$ cat src/hdl/cbp_pkg.sv
package cbp_pkg;

  localparam int MAX_ADDRESS_BITS = 8;
  localparam int MAX_HISTORY_BITS = 4;
  localparam int IDX_W = MAX_ADDRESS_BITS + MAX_HISTORY_BITS;
  localparam int TABLE_DEPTH = 1 << IDX_W;
  localparam int USED_W = 13;

  localparam logic [1:0] CFG_HISTORY_LENGTH = 2'd0;
  localparam logic [1:0] CFG_ADDRESS_LENGTH = 2'd1;
  localparam logic [1:0] CFG_COUNTER_WIDTH  = 2'd2;

  localparam logic [1:0] WIDTH_TWO_BIT = 2'd2;

  typedef logic [MAX_HISTORY_BITS-1:0] hist_t;
  typedef logic [MAX_ADDRESS_BITS-1:0] addr_t;
  typedef logic [IDX_W-1:0] idx_t;

  typedef struct packed {
    logic [31:0] branch_address;
    logic        taken;
  } in_t;

  typedef struct packed {
    logic              prediction;
    logic              was_correct;
    logic [31:0]       correct_count;
    logic [31:0]       total_count;
    logic [USED_W-1:0] entries_used;
  } out_t;

  typedef struct packed {
    logic clr;
    logic rd;
    logic upd;
  } cmd_t;

  typedef struct packed {
    logic clr_last;
    logic out_busy;
  } status_t;

endpackage

$ cat src/hdl/cbp_ctrl.sv
module cbp_ctrl (
  input  logic              clk,
  input  logic              rst,
  input  logic              in_valid,
  output logic              in_ready,
  input  cbp_pkg::status_t  status,
  output cbp_pkg::cmd_t     cmd
);
  import cbp_pkg::*;

  typedef enum logic [1:0] {
    ST_CLEAR,
    ST_IDLE,
    ST_CALC
  } state_t;

  state_t state;

  always_ff @(posedge clk) begin
    if (rst) begin
      state <= ST_CLEAR;
    end else begin
      case (state)
        ST_CLEAR: begin
          if (status.clr_last) begin
            state <= ST_IDLE;
          end
        end
        ST_IDLE: begin
          if (in_valid) begin
            state <= ST_CALC;
          end
        end
        ST_CALC: begin
          if (!status.out_busy) begin
            state <= ST_IDLE;
          end
        end
        default: state <= ST_CLEAR;
      endcase
    end
  end

  always_comb begin
    cmd = '0;
    in_ready = 1'b0;
    case (state)
      ST_CLEAR: cmd.clr = 1'b1;
      ST_IDLE: begin
        in_ready = 1'b1;
        cmd.rd = in_valid;
      end
      ST_CALC: cmd.upd = !status.out_busy;
      default: cmd = '0;
    endcase
  end

endmodule

$ cat config.mk
export PLATFORM = sky130hd
export DESIGN_NAME = cbp_ctrl
export DESIGN_NICKNAME = d
export VERILOG_FILES = /design/src/hdl/cbp_pkg.sv /design/src/hdl/cbp_ctrl.sv
export SDC_FILE = /design/constraint.sdc
export NUM_CORES = 1
export LEC_CHECK = 0
export BUFFER_PORTS_ARGS = -buffer_cell sky130_fd_sc_hd__buf_4
export CELL_PAD_IN_SITES_DETAIL_PLACEMENT = 0
export CELL_PAD_IN_SITES_GLOBAL_PLACEMENT = 1
export CORE_AREA = 2 2 39 41
export DETAILED_ROUTE_END_ITERATION = 12
export DIE_AREA = 0 0 41 43
export PLACE_DENSITY = 0.34
export SKIP_LAST_GASP = 1
export SLEW_MARGIN = 20
export SYNTH_ARGS = -nofsm -noshare
export SYNTH_HDL_FRONTEND = slang
export SYNTH_SLANG_ARGS = --single-unit
$ cat constraint.sdc
create_clock -name clk -period 1.2 [get_ports clk]
set_input_delay 0.18 -clock clk [delete_from_list [all_inputs] [get_ports clk]]
set_output_delay 0.18 -clock clk [all_outputs]
set_load 0.05 [all_outputs]
======== Yosys cells after proc, flatten, opt, wreduce, memory -nomap -nowiden ========
Cells that the tools add are included.
storage, ports and cells
  register bits ........................... 2
  bits in latches ......................... 0
  memory bits (writable) .................. 0
  bits in read-only memories .............. 0
  bits of input ports ..................... 5
  output and inout port bits .............. 4
  word-level logic and storage cells ...... 17
  memories ................................ 0
cells by class
  $add $sub $neg .......................... 0
  multipliers ............................. 0
  div/mod/pow operators ................... 0
  order comparisons ....................... 0
  equality and inequality tests ........... 5
  shift-type cells ........................ 0
  multiplexer cells ....................... 8
  bitwise operators ....................... 0
  reductions and logical operators ........ 3
operator list
  cell                number
  $mux 2              3
  $ne 2x2->1 const B  3
  $pmux 2 s3          1
  $mux 1              4
  $reduce_and 3->1    1
  $eq 2x1->1 const B  1
  $eq 2x2->1 const B  1
  $logic_not 2->1     1
  $logic_not 1->1     1

======== Longest topological paths before layout ========
Gate-level depths: netlist (run 1).
  word-level depth ........................ 3
  mapped depth ............................ 2
  depth with buffers taken out ............ 2

======== Worst setup path after synthesis (run 1) ========
Ideal clock, no wire load.
  kind .................................... register to output
  start point ............................. reg state[1]
  end point ............................... out cmd[0] in the netlist's numbering
  arrival ................................. 1.553 ns
  required time ........................... 1.020 ns
  path slack .............................. -0.533 ns
  stages on the path, launching flop included .. 2
  buffers on the path ..................... 0
  cell sequence ........................... dfxtp_1 nor3b_1
RTL lines
  item                      RTL line        source
  start: declaration        cbp_ctrl.sv:17  state_t state;
  start signal: assignment  cbp_ctrl.sv:21  state <= ST_CLEAR;
  start signal: assignment  cbp_ctrl.sv:26  state <= ST_IDLE;
  start signal: assignment  cbp_ctrl.sv:31  state <= ST_CALC;
  end: declaration          cbp_ctrl.sv:7   output cbp_pkg::cmd_t cmd

==> results of run 1 <==
[logic make-up after synthesis]
group	count (synthesis)	synth area share
DFF	2	0.333
and+or+nand+nor	8	0.511
AOI/OAI and AO/OA	2	0.156
[power by group through the flow]
stage	Sequential (mW)	Combinational (mW)	Clock [mW]
after floorplan	0.0812	0.0627	0
after global placement	0.0833	0.0959	0
after detailed placement	0.0839	0.0951	0
after CTS	0.0843	0.0972	0.159
after global routing	0.0837	0.101	0.163
final	0.0821	0.0960	0.147
[final cells by class]
| type | count | area [sq um] | area share |
|---|---|---|---|
| multi-input combinational | 10 | 91.3 | 0.372 |
| timing repair buffer | 8 | 63.8 | 0.260 |
| sequential | 2 | 47.5 | 0.194 |
| clock buffer | 3 | 22.5 | 0.0918 |
| tap | 16 | 20.0 | 0.0816 |
[routing by layer]
metal	up-vias	track usage	wire (um)
li1	70	-	-
met1	58	0.0383	128
met2	9	0.0625	142
met3	0	0.0209	53
met4	0	0.0800	0
met5	-	0	0
[synth_stat cells]
library cell / count
and2b_2: 1
nor2_1: 2
dfxtp_1: 2
o41ai_1: 1
or4b_1: 1
and2_2: 1
nor3b_1: 1
o21ba_2: 1
and3b_2: 2
[path summary, 6_finish.rpt]
kind / cells after the start / slack, ns / endpoint / start
setup reg to reg: 2 / 0.15 / state[0] / state[1]
setup / recovery: 2 / 0.04 / cmd[1] / state[1]
hold / removal: 2 / 0.15 / state[0] / rst
hold reg to reg: 1 / 0.49 / state[0] / state[0]
[through the flow]
stage,cells,utilization,hold WS (ns)
after floorplan,12,-,0.282
after global placement,36,0.153,0.394
after detailed placement,36,0.153,0.395
after CTS,39,0.174,0.142
after global routing,39,0.177,0.148
final,39,0.177,0.150
[worst reg2reg max path, delay by kind of cell, from the launching register on]
kind / cells / cell delay, ns
compound gates: 1 / 0.07
flops: 1 / 0.35
simple gates: 1 / 0.52
[timing repair]
action / in CTS / in global routing
gates resized for setup: 3 / 2
buffers inserted: 0 / 0
endpoints found under the setup margin: 3 / 3
==> out/summary.txt, run 1 <==
Highest ir drop seen on vdd: 0.262 mV
Largest stage delay, worst path: 0.35 ns
Crit path max fanout: 8
Final Hold Viols: 0
Synth Cell Area: 120 sq um
CP delay by family, top: flip-flops
HP Class: in2reg
# setup viols final: 0
Clock network fraction of total power: 0.452
Max FFs per register: 2
Core Box Area: 0.00138 sq mm
Worst-Margin Slew: 0.235 ns
Crit-path cells: and3b_2 -> buf_6
Setup tns final: 0 ns
Power density over the cells: 1320 mW/mm^2
Commonest non-fill, non-tap cells in the layout: 7 x buf_4, 3 x clkbuf_4, 2 x nor2_1, 2 x and3b_2, 2 x dfxtp_4
Drt initial violations: 0
Clk buf depth: 2
Die area: 0.00176 sq mm
Worst path bufs/invs: 1
# H-tree levels: 1
Combinational Power Share: 0.296
Antenna-violating nets left: 0
Mean Syn Cell Area: 10.0 sq um
Yosys cell types: 9
Largest Register: state
Crit path time final: 1.16 ns
#FFs+latches synth: 2
Latest clock arrival within the worst-skew pair: 0.22 ns
Worst Slack Setup Final: 0.0425 ns
Layout net count: 30
First-pass GRT wire length: 489 um
Vias/cell: 3.51
Initial antenna violation count: 0
Mapped Cells: 12
Share of cells above drive strength 1: 0.826
Clock Skews: 0.00216 ns
Ys Warns: 0
Vias: 137
Cell area after layout: 245 sq um
Critical Path AT: 0.98 ns
DR WL/cell: 8.31 um
Critical path's slowest cell: dfxtp_4
Largest cells by area after synthesis: dfxtp_1 33%, and3b_2 17%, o21ba_2 8.3%
Fill cells: 149
# port buffers: 8
Largest area contributor in the netlist: dfxtp_1
# diodes: 0
Top flop regs: state: 2 flops
Most common cell after layout, fill and taps aside: buf_4
Seq pwr share: 0.253
Slew Viols, Final: 0
Worst slack, placed: 0.115 ns
Int Power: 0.222 mW
Max_cap viols: 0
Synth top area share: 0.333
Outcome: complete, no violations
Static Leak: 0.108 nW
Initial DRT Pass Iterations: 1
Max-slew headroom: 0.841
CTS tree: built
Hold_buf cts: 0
Starting Density: 0.0868
Mapped Nets: 17
# rows: 14
Vias in the first global route: 133
Global route overflow: 0
Peak Freq: 864 MHz
RSZ-0062 raised after global routing: true
Die Span Y: 43 um
Area post-placement: 211 sq um
Total power: 0.325 mW
Number of DRC violations after detailed routing: 0
Clock root buffer: clkbuf_4
Tot GR Track Use: 0.0481
Io pins: 9
RD Place Congestion: 0.503
Chip Width: 41 um
CTS Sinks: 2
Setup crit start kind: flip-flop
Cts bufs inserted: 3
Switch share: 0.316
Largest net degree at the start of global routing: 9
Fin crit share: 0.965
Critical path capture point type: primary output
Clock-pin slew on the worst setup and hold paths: 0.03 ns
Req. time, crit path: 1.02 ns
Share of the yosys chip area belonging to registers: 0.333
Setup CP Type: reg2out
Routed wire length: 324 um
Area grow syn2layout: 104%
Switch Pwr: 0.103 mW
Note: power is estimated with default switching activity, not from simulation.
==> run 2, diff against run 1 <==
==> constraint.sdc (replaced) <==
create_clock -name clk -period 1.2 [get_ports clk]
set_input_delay 0.18 -clock clk [delete_from_list [all_inputs] [get_ports clk]]
set_output_delay 0.18 -clock clk [all_outputs]
set_load 0.01 [all_outputs]
==> run 2 against run 1 <==
Effect of this change:
- via count decreased by 6.6%
- critical path type unchanged
- first-iteration DRC count is the same
- maximum frequency grew 0.90%
- global-route usage up 0.40 points
- non-clock buffer count stayed put
==> out/summary.txt, run 2 (same netlist as run 1, synthesis figures left out) <==
Outcome: complete, no violations
Peak Freq: 872 MHz
Worst flop-to-flop path startpoint: state[1]
Die Span Y: 43 um
Antenna-violating nets left: 0
Clock-pin slew on the worst setup and hold paths: 0.03 ns
Routed wire length: 324 um
Starting Density: 0.0868
Largest Register: state
Clk buf depth: 2
Die area: 0.00176 sq mm
Share of cells above drive strength 1: 0.783
Worst-Margin Slew: 0.269 ns
# diodes: 0
Initial antenna violation count: 0
Hold Crit Start: rst
FF-to-FF path depth: 2
Vias in the first global route: 148
Max_cap viols: 0
First-pass GRT wire length: 538 um
Worst-case hold slack: 0.168 ns
Commonest non-fill, non-tap cells in the layout: 8 x buf_4, 3 x clkbuf_4, 2 x nor2_1, 2 x and3b_2
Critical path capture point type: primary output
Largest net degree at the start of global routing: 9
# setup viols final: 0
Vias: 128
Highest ir drop seen on vdd: 0.212 mV
Total power: 0.285 mW
Critical Path AT: 0.97 ns
Crit path max fanout: 7
Power density over the cells: 1250 mW/mm^2
Initial DRT Pass Iterations: 1
CTS tree: built
Tot GR Track Use: 0.0521
RSZ-0062 raised after global routing: true
Slew Viols, Final: 0
Req. time, crit path: 1.02 ns
Static Leak: 0.105 nW
Chip Width: 41 um
RR Endpoint: state[0]
Clock root buffer: clkbuf_4
Seq. cell area: 41.3 sq um
Area grow syn2layout: 90.6%
Top flop regs: state: 2 flops
Cts bufs inserted: 3
Area taken by multi-input logic gates: 85.1 sq um
Setup tns final: 0 ns
Latest clock arrival within the worst-skew pair: 0.22 ns
# H-tree levels: 1
Max FFs per register: 2
Fin crit share: 0.956
Setup crit start kind: flip-flop
Setup CP Type: reg2out
Post-CTS Setup Repair Bufs: 0
Most common cell after layout, fill and taps aside: buf_4
Worst Hold Path Cells: 2
Layout net count: 30
# rows: 14
Clock Skews: 0.00330 ns
Number of DRC violations after detailed routing: 0
Vias/cell: 3.28
Max-slew headroom: 0.818
Core Box Area: 0.00138 sq mm
Fill cells: 159
DR WL/cell: 8.31 um
WHS Endpoint: state[0]
Flop2flop setup slack: 0.16 ns
# port buffers: 8
HP Class: in2reg
Final core occ: 0.165
Drt initial violations: 0
Io pins: 9
CTS Sinks: 2
Global route overflow: 0
Final Hold Viols: 0
RD Place Congestion: 0.623
Crit path time final: 1.15 ns
run 2: cell counts in the layout (fill, tap and decap cells not counted):
No cell type changed its count.
run 2: power breakdown:
group	leakage [nW]	switching, mW	internal, mW	total (mW)
logic	0.0741	0.0195	0.0359	0.0553
clock network	0.0138	0.0380	0.110	0.148
registers	0.0169	0.00860	0.0730	0.0816
total	0.105	0.0660	0.219	0.285
run 2: area by class of cell:
cell class / instances / share of cell area
flip-flops and latches: 2 / 0.180
repair buffers: 8 / 0.262
clock buffers: 3 / 0.0984
multi-input cells: 10 / 0.372
well taps: 16 / 0.0874
run 2: through the flow:
stage                     cells  instance area (sq um)  setup slack [ns]
after floorplan              12                    120             0.212
after global placement       36                    200             0.124
after detailed placement     36                    200             0.144
after CTS                    39                    224            0.0528
after global routing         39                    229           -0.0283
final                        39                    229            0.0528
run 2: timing repair:
| item | 4_1_cts | 5_1_grt |
|---|---|---|
| gates resized for setup | 1 | 1 |
| setup endpoints to repair | 3 | 1 |
| hold endpoints to repair | 0 | 0 |
| cloned | 0 | 0 |
| hold buffers | 0 | 0 |
| pin swaps | 0 | 0 |
run 2: worst max path at each step:
stage             start       end  slack (ns)  depth (start not counted)
4_1_cts        state[1]    cmd[1]        0.05                          2
3_3_place_gp   state[1]  state[0]        0.12                          2
2_1_floorplan  state[1]  state[0]        0.21                          2
3_5_place_dp   state[1]  state[0]        0.14                          2
6_report       state[0]    cmd[1]        0.05                          2
5_1_grt        state[0]    cmd[1]       -0.03                          2
run 2: per-layer routing:
layer | GRT usage | up-vias | routed length [um]
met5 | 0 | - | 0
met4 | 0.0800 | 0 | 0
met3 | 0.0314 | 0 | 33
met2 | 0.0531 | 5 | 146
met1 | 0.0543 | 55 | 144
li1 | - | 68 | -
run 2: worst max-delay path, cell delays in order, from the launching register on:
cell and delay, ns:
dfxtp_1 0.41, and3b_2 0.22, buf_4 0.12
==> run 3, diff against run 2 <==
--- a/config.mk
+++ b/config.mk
@@ -6,12 +6,10 @@
 export NUM_CORES = 1
 export LEC_CHECK = 0
 export BUFFER_PORTS_ARGS = -buffer_cell sky130_fd_sc_hd__buf_4
-export CELL_PAD_IN_SITES_DETAIL_PLACEMENT = 0
-export CELL_PAD_IN_SITES_GLOBAL_PLACEMENT = 1
 export CORE_AREA = 2 2 39 41
 export DETAILED_ROUTE_END_ITERATION = 12
 export DIE_AREA = 0 0 41 43
-export PLACE_DENSITY = 0.34
+export PLACE_DENSITY = 0.3
 export SKIP_LAST_GASP = 1
 export SLEW_MARGIN = 20
 export SYNTH_ARGS = -nofsm -noshare
==> run 3 against run 2 <==
Effect of this change:
- register-to-register slack barely moved
- wire length rose by 6.2%
- sequential power barely moved
==> out/summary.txt, run 3 (same netlist as run 1, synthesis figures left out) <==
Top layer in use: met4
DR WL/cell: 8.82 um
WL met1: 132 um
Outcome: complete, no violations
Vias: 128
Worst Hold Path Cells: 2
Die Span Y: 43 um
Vias/cell: 3.28
Largest Register: state
Fin crit share: 0.955
Critical Path AT: 0.97 ns
Critical path capture point type: primary output
Worst flop-to-flop path startpoint: state[0]
Placed Instances: 36
Most common cell after layout, fill and taps aside: buf_4
Hpwl dp: 254 um
Clk buf depth: 2
WHS Endpoint: state[0]
Final Non-Filler Cells: 39
Starting Density: 0.0868
Int Power: 0.219 mW
CTS Sinks: 2
Global route overflow: 0
Vias in the first global route: 129
Share of cells above drive strength 1: 0.739
WL met2: 143 um
Req. time, crit path: 1.02 ns
# port buffers: 8
First-pass GRT wire length: 476 um
Power density over the cells: 1260 mW/mm^2
# H-tree levels: 1
# setup viols final: 0
RD Place Congestion: 0.603
Initial antenna violation count: 0
Crit path time final: 1.15 ns
Crit path max fanout: 7
Critical path's slowest cell: dfxtp_1
Max-slew headroom: 0.833
Max FFs per register: 2
CTS tree: built
Worst-Margin Slew: 0.247 ns
Peak Freq: 872 MHz
RR Endpoint: state[0]
Chip Width: 41 um
Tot GR Track Use: 0.0481
Area grow syn2layout: 86.5%
Cts bufs inserted: 3
Clock-pin slew on the worst setup and hold paths: 0.03 ns
Setup crit start kind: flip-flop
CP delay by family, top: flip-flops
Drt initial violations: 4
Antenna-violating nets left: 0
Combinational Power Share: 0.194
Initial DRT Pass Iterations: 2
Fill cells: 160
Latest clock arrival within the worst-skew pair: 0.22 ns
Number of DRC violations after detailed routing: 0
Top flop regs: state: 2 flops
Crit-path cells: and3b_2 -> buf_4
Flop2flop setup slack: 0.16 ns
Final Hold Viols: 0
FF-to-FF path depth: 2
HP Class: in2reg
Commonest non-fill, non-tap cells in the layout: 8 x buf_4, 3 x clkbuf_4, 2 x nor2_1, 2 x and3b_2
Highest ir drop seen on vdd: 0.166 mV
Hold_buf cts: 0
Met3 WL post-DR: 61 um
Switch Pwr: 0.0641 mW
Cell area after layout: 224 sq um
Area post-placement: 200 sq um
Core Box Area: 0.00138 sq mm
# rows: 14
Setup tns final: 0 ns
Largest stage delay, worst path: 0.41 ns
CTS-repair resized insts: 1
Max_cap viols: 0
Slew Viols, Final: 0
Layout net count: 30
Routed wire length: 344 um
Switch share: 0.227
Clock Skews: 0.00272 ns
Hold Crit Start: rst
Clock network fraction of total power: 0.517
Clock root buffer: clkbuf_4
Static Leak: 0.103 nW
RSZ-0062 raised after global routing: false
Die area: 0.00176 sq mm
Worst path bufs/invs: 1
Post-CTS Setup Repair Bufs: 0
Seq pwr share: 0.288
# diodes: 0
Largest net degree at the start of global routing: 9
Setup CP Type: reg2out
Io pins: 9
## run 3: cell type report
| cell class | instances | area, sq um | share of cell area |
|---|---|---|---|
| multi-input combinational | 10 | 80.1 | 0.358 |
| tap | 16 | 20.0 | 0.0894 |
| sequential | 2 | 41.3 | 0.184 |
| timing repair buffer | 8 | 60.1 | 0.268 |
| clock buffer | 3 | 22.5 | 0.101 |
## run 3: worst max path at each step
stage	start	endpoint	cells past startpoint
final	state[0]	cmd[1]	2
after detailed placement	state[1]	state[0]	2
after floorplan	state[1]	state[0]	2
after global placement	state[1]	state[0]	2
after CTS	state[0]	cmd[1]	2
after global routing	state[0]	cmd[1]	2
## run 3: power by group through the flow
stage | logic [mW] | registers, mW | clock network (mW)
5_1_grt | 0.0609 | 0.0823 | 0.161
3_3_place_gp | 0.0563 | 0.0812 | 0
3_5_place_dp | 0.0559 | 0.0819 | 0
2_1_floorplan | 0.0252 | 0.0792 | 0
6_report | 0.0550 | 0.0815 | 0.146
4_1_cts | 0.0560 | 0.0814 | 0.160
## run 3: routing by layer
metal	vias up	global-route usage
li1	67	-
met1	50	0.0383
met2	9	0.0563
met3	2	0.0314
met4	0	0.0800
met5	-	0
## run 3: stage by stage
| step | total power [mW] | utilization | setup slack [ns] | hold WS, ns |
|---|---|---|---|---|
| 2_1_floorplan | 0.104 | - | 0.212 | 0.282 |
| 3_3_place_gp | 0.138 | 0.145 | 0.153 | 0.390 |
| 3_5_place_dp | 0.138 | 0.145 | 0.153 | 0.394 |
| 4_1_cts | 0.298 | 0.162 | 0.0372 | 0.155 |
| 5_1_grt | 0.305 | 0.162 | 0.0124 | 0.170 |
| 6_report | 0.283 | 0.162 | 0.0536 | 0.165 |
## run 3: worst register-to-register path: cells and delay by family (launching register included)
| kind | cells | cell delay, ns |
|---|---|---|
| simple gates | 1 | 0.45 |
| compound gates | 1 | 0.07 |
| flops | 1 | 0.41 |
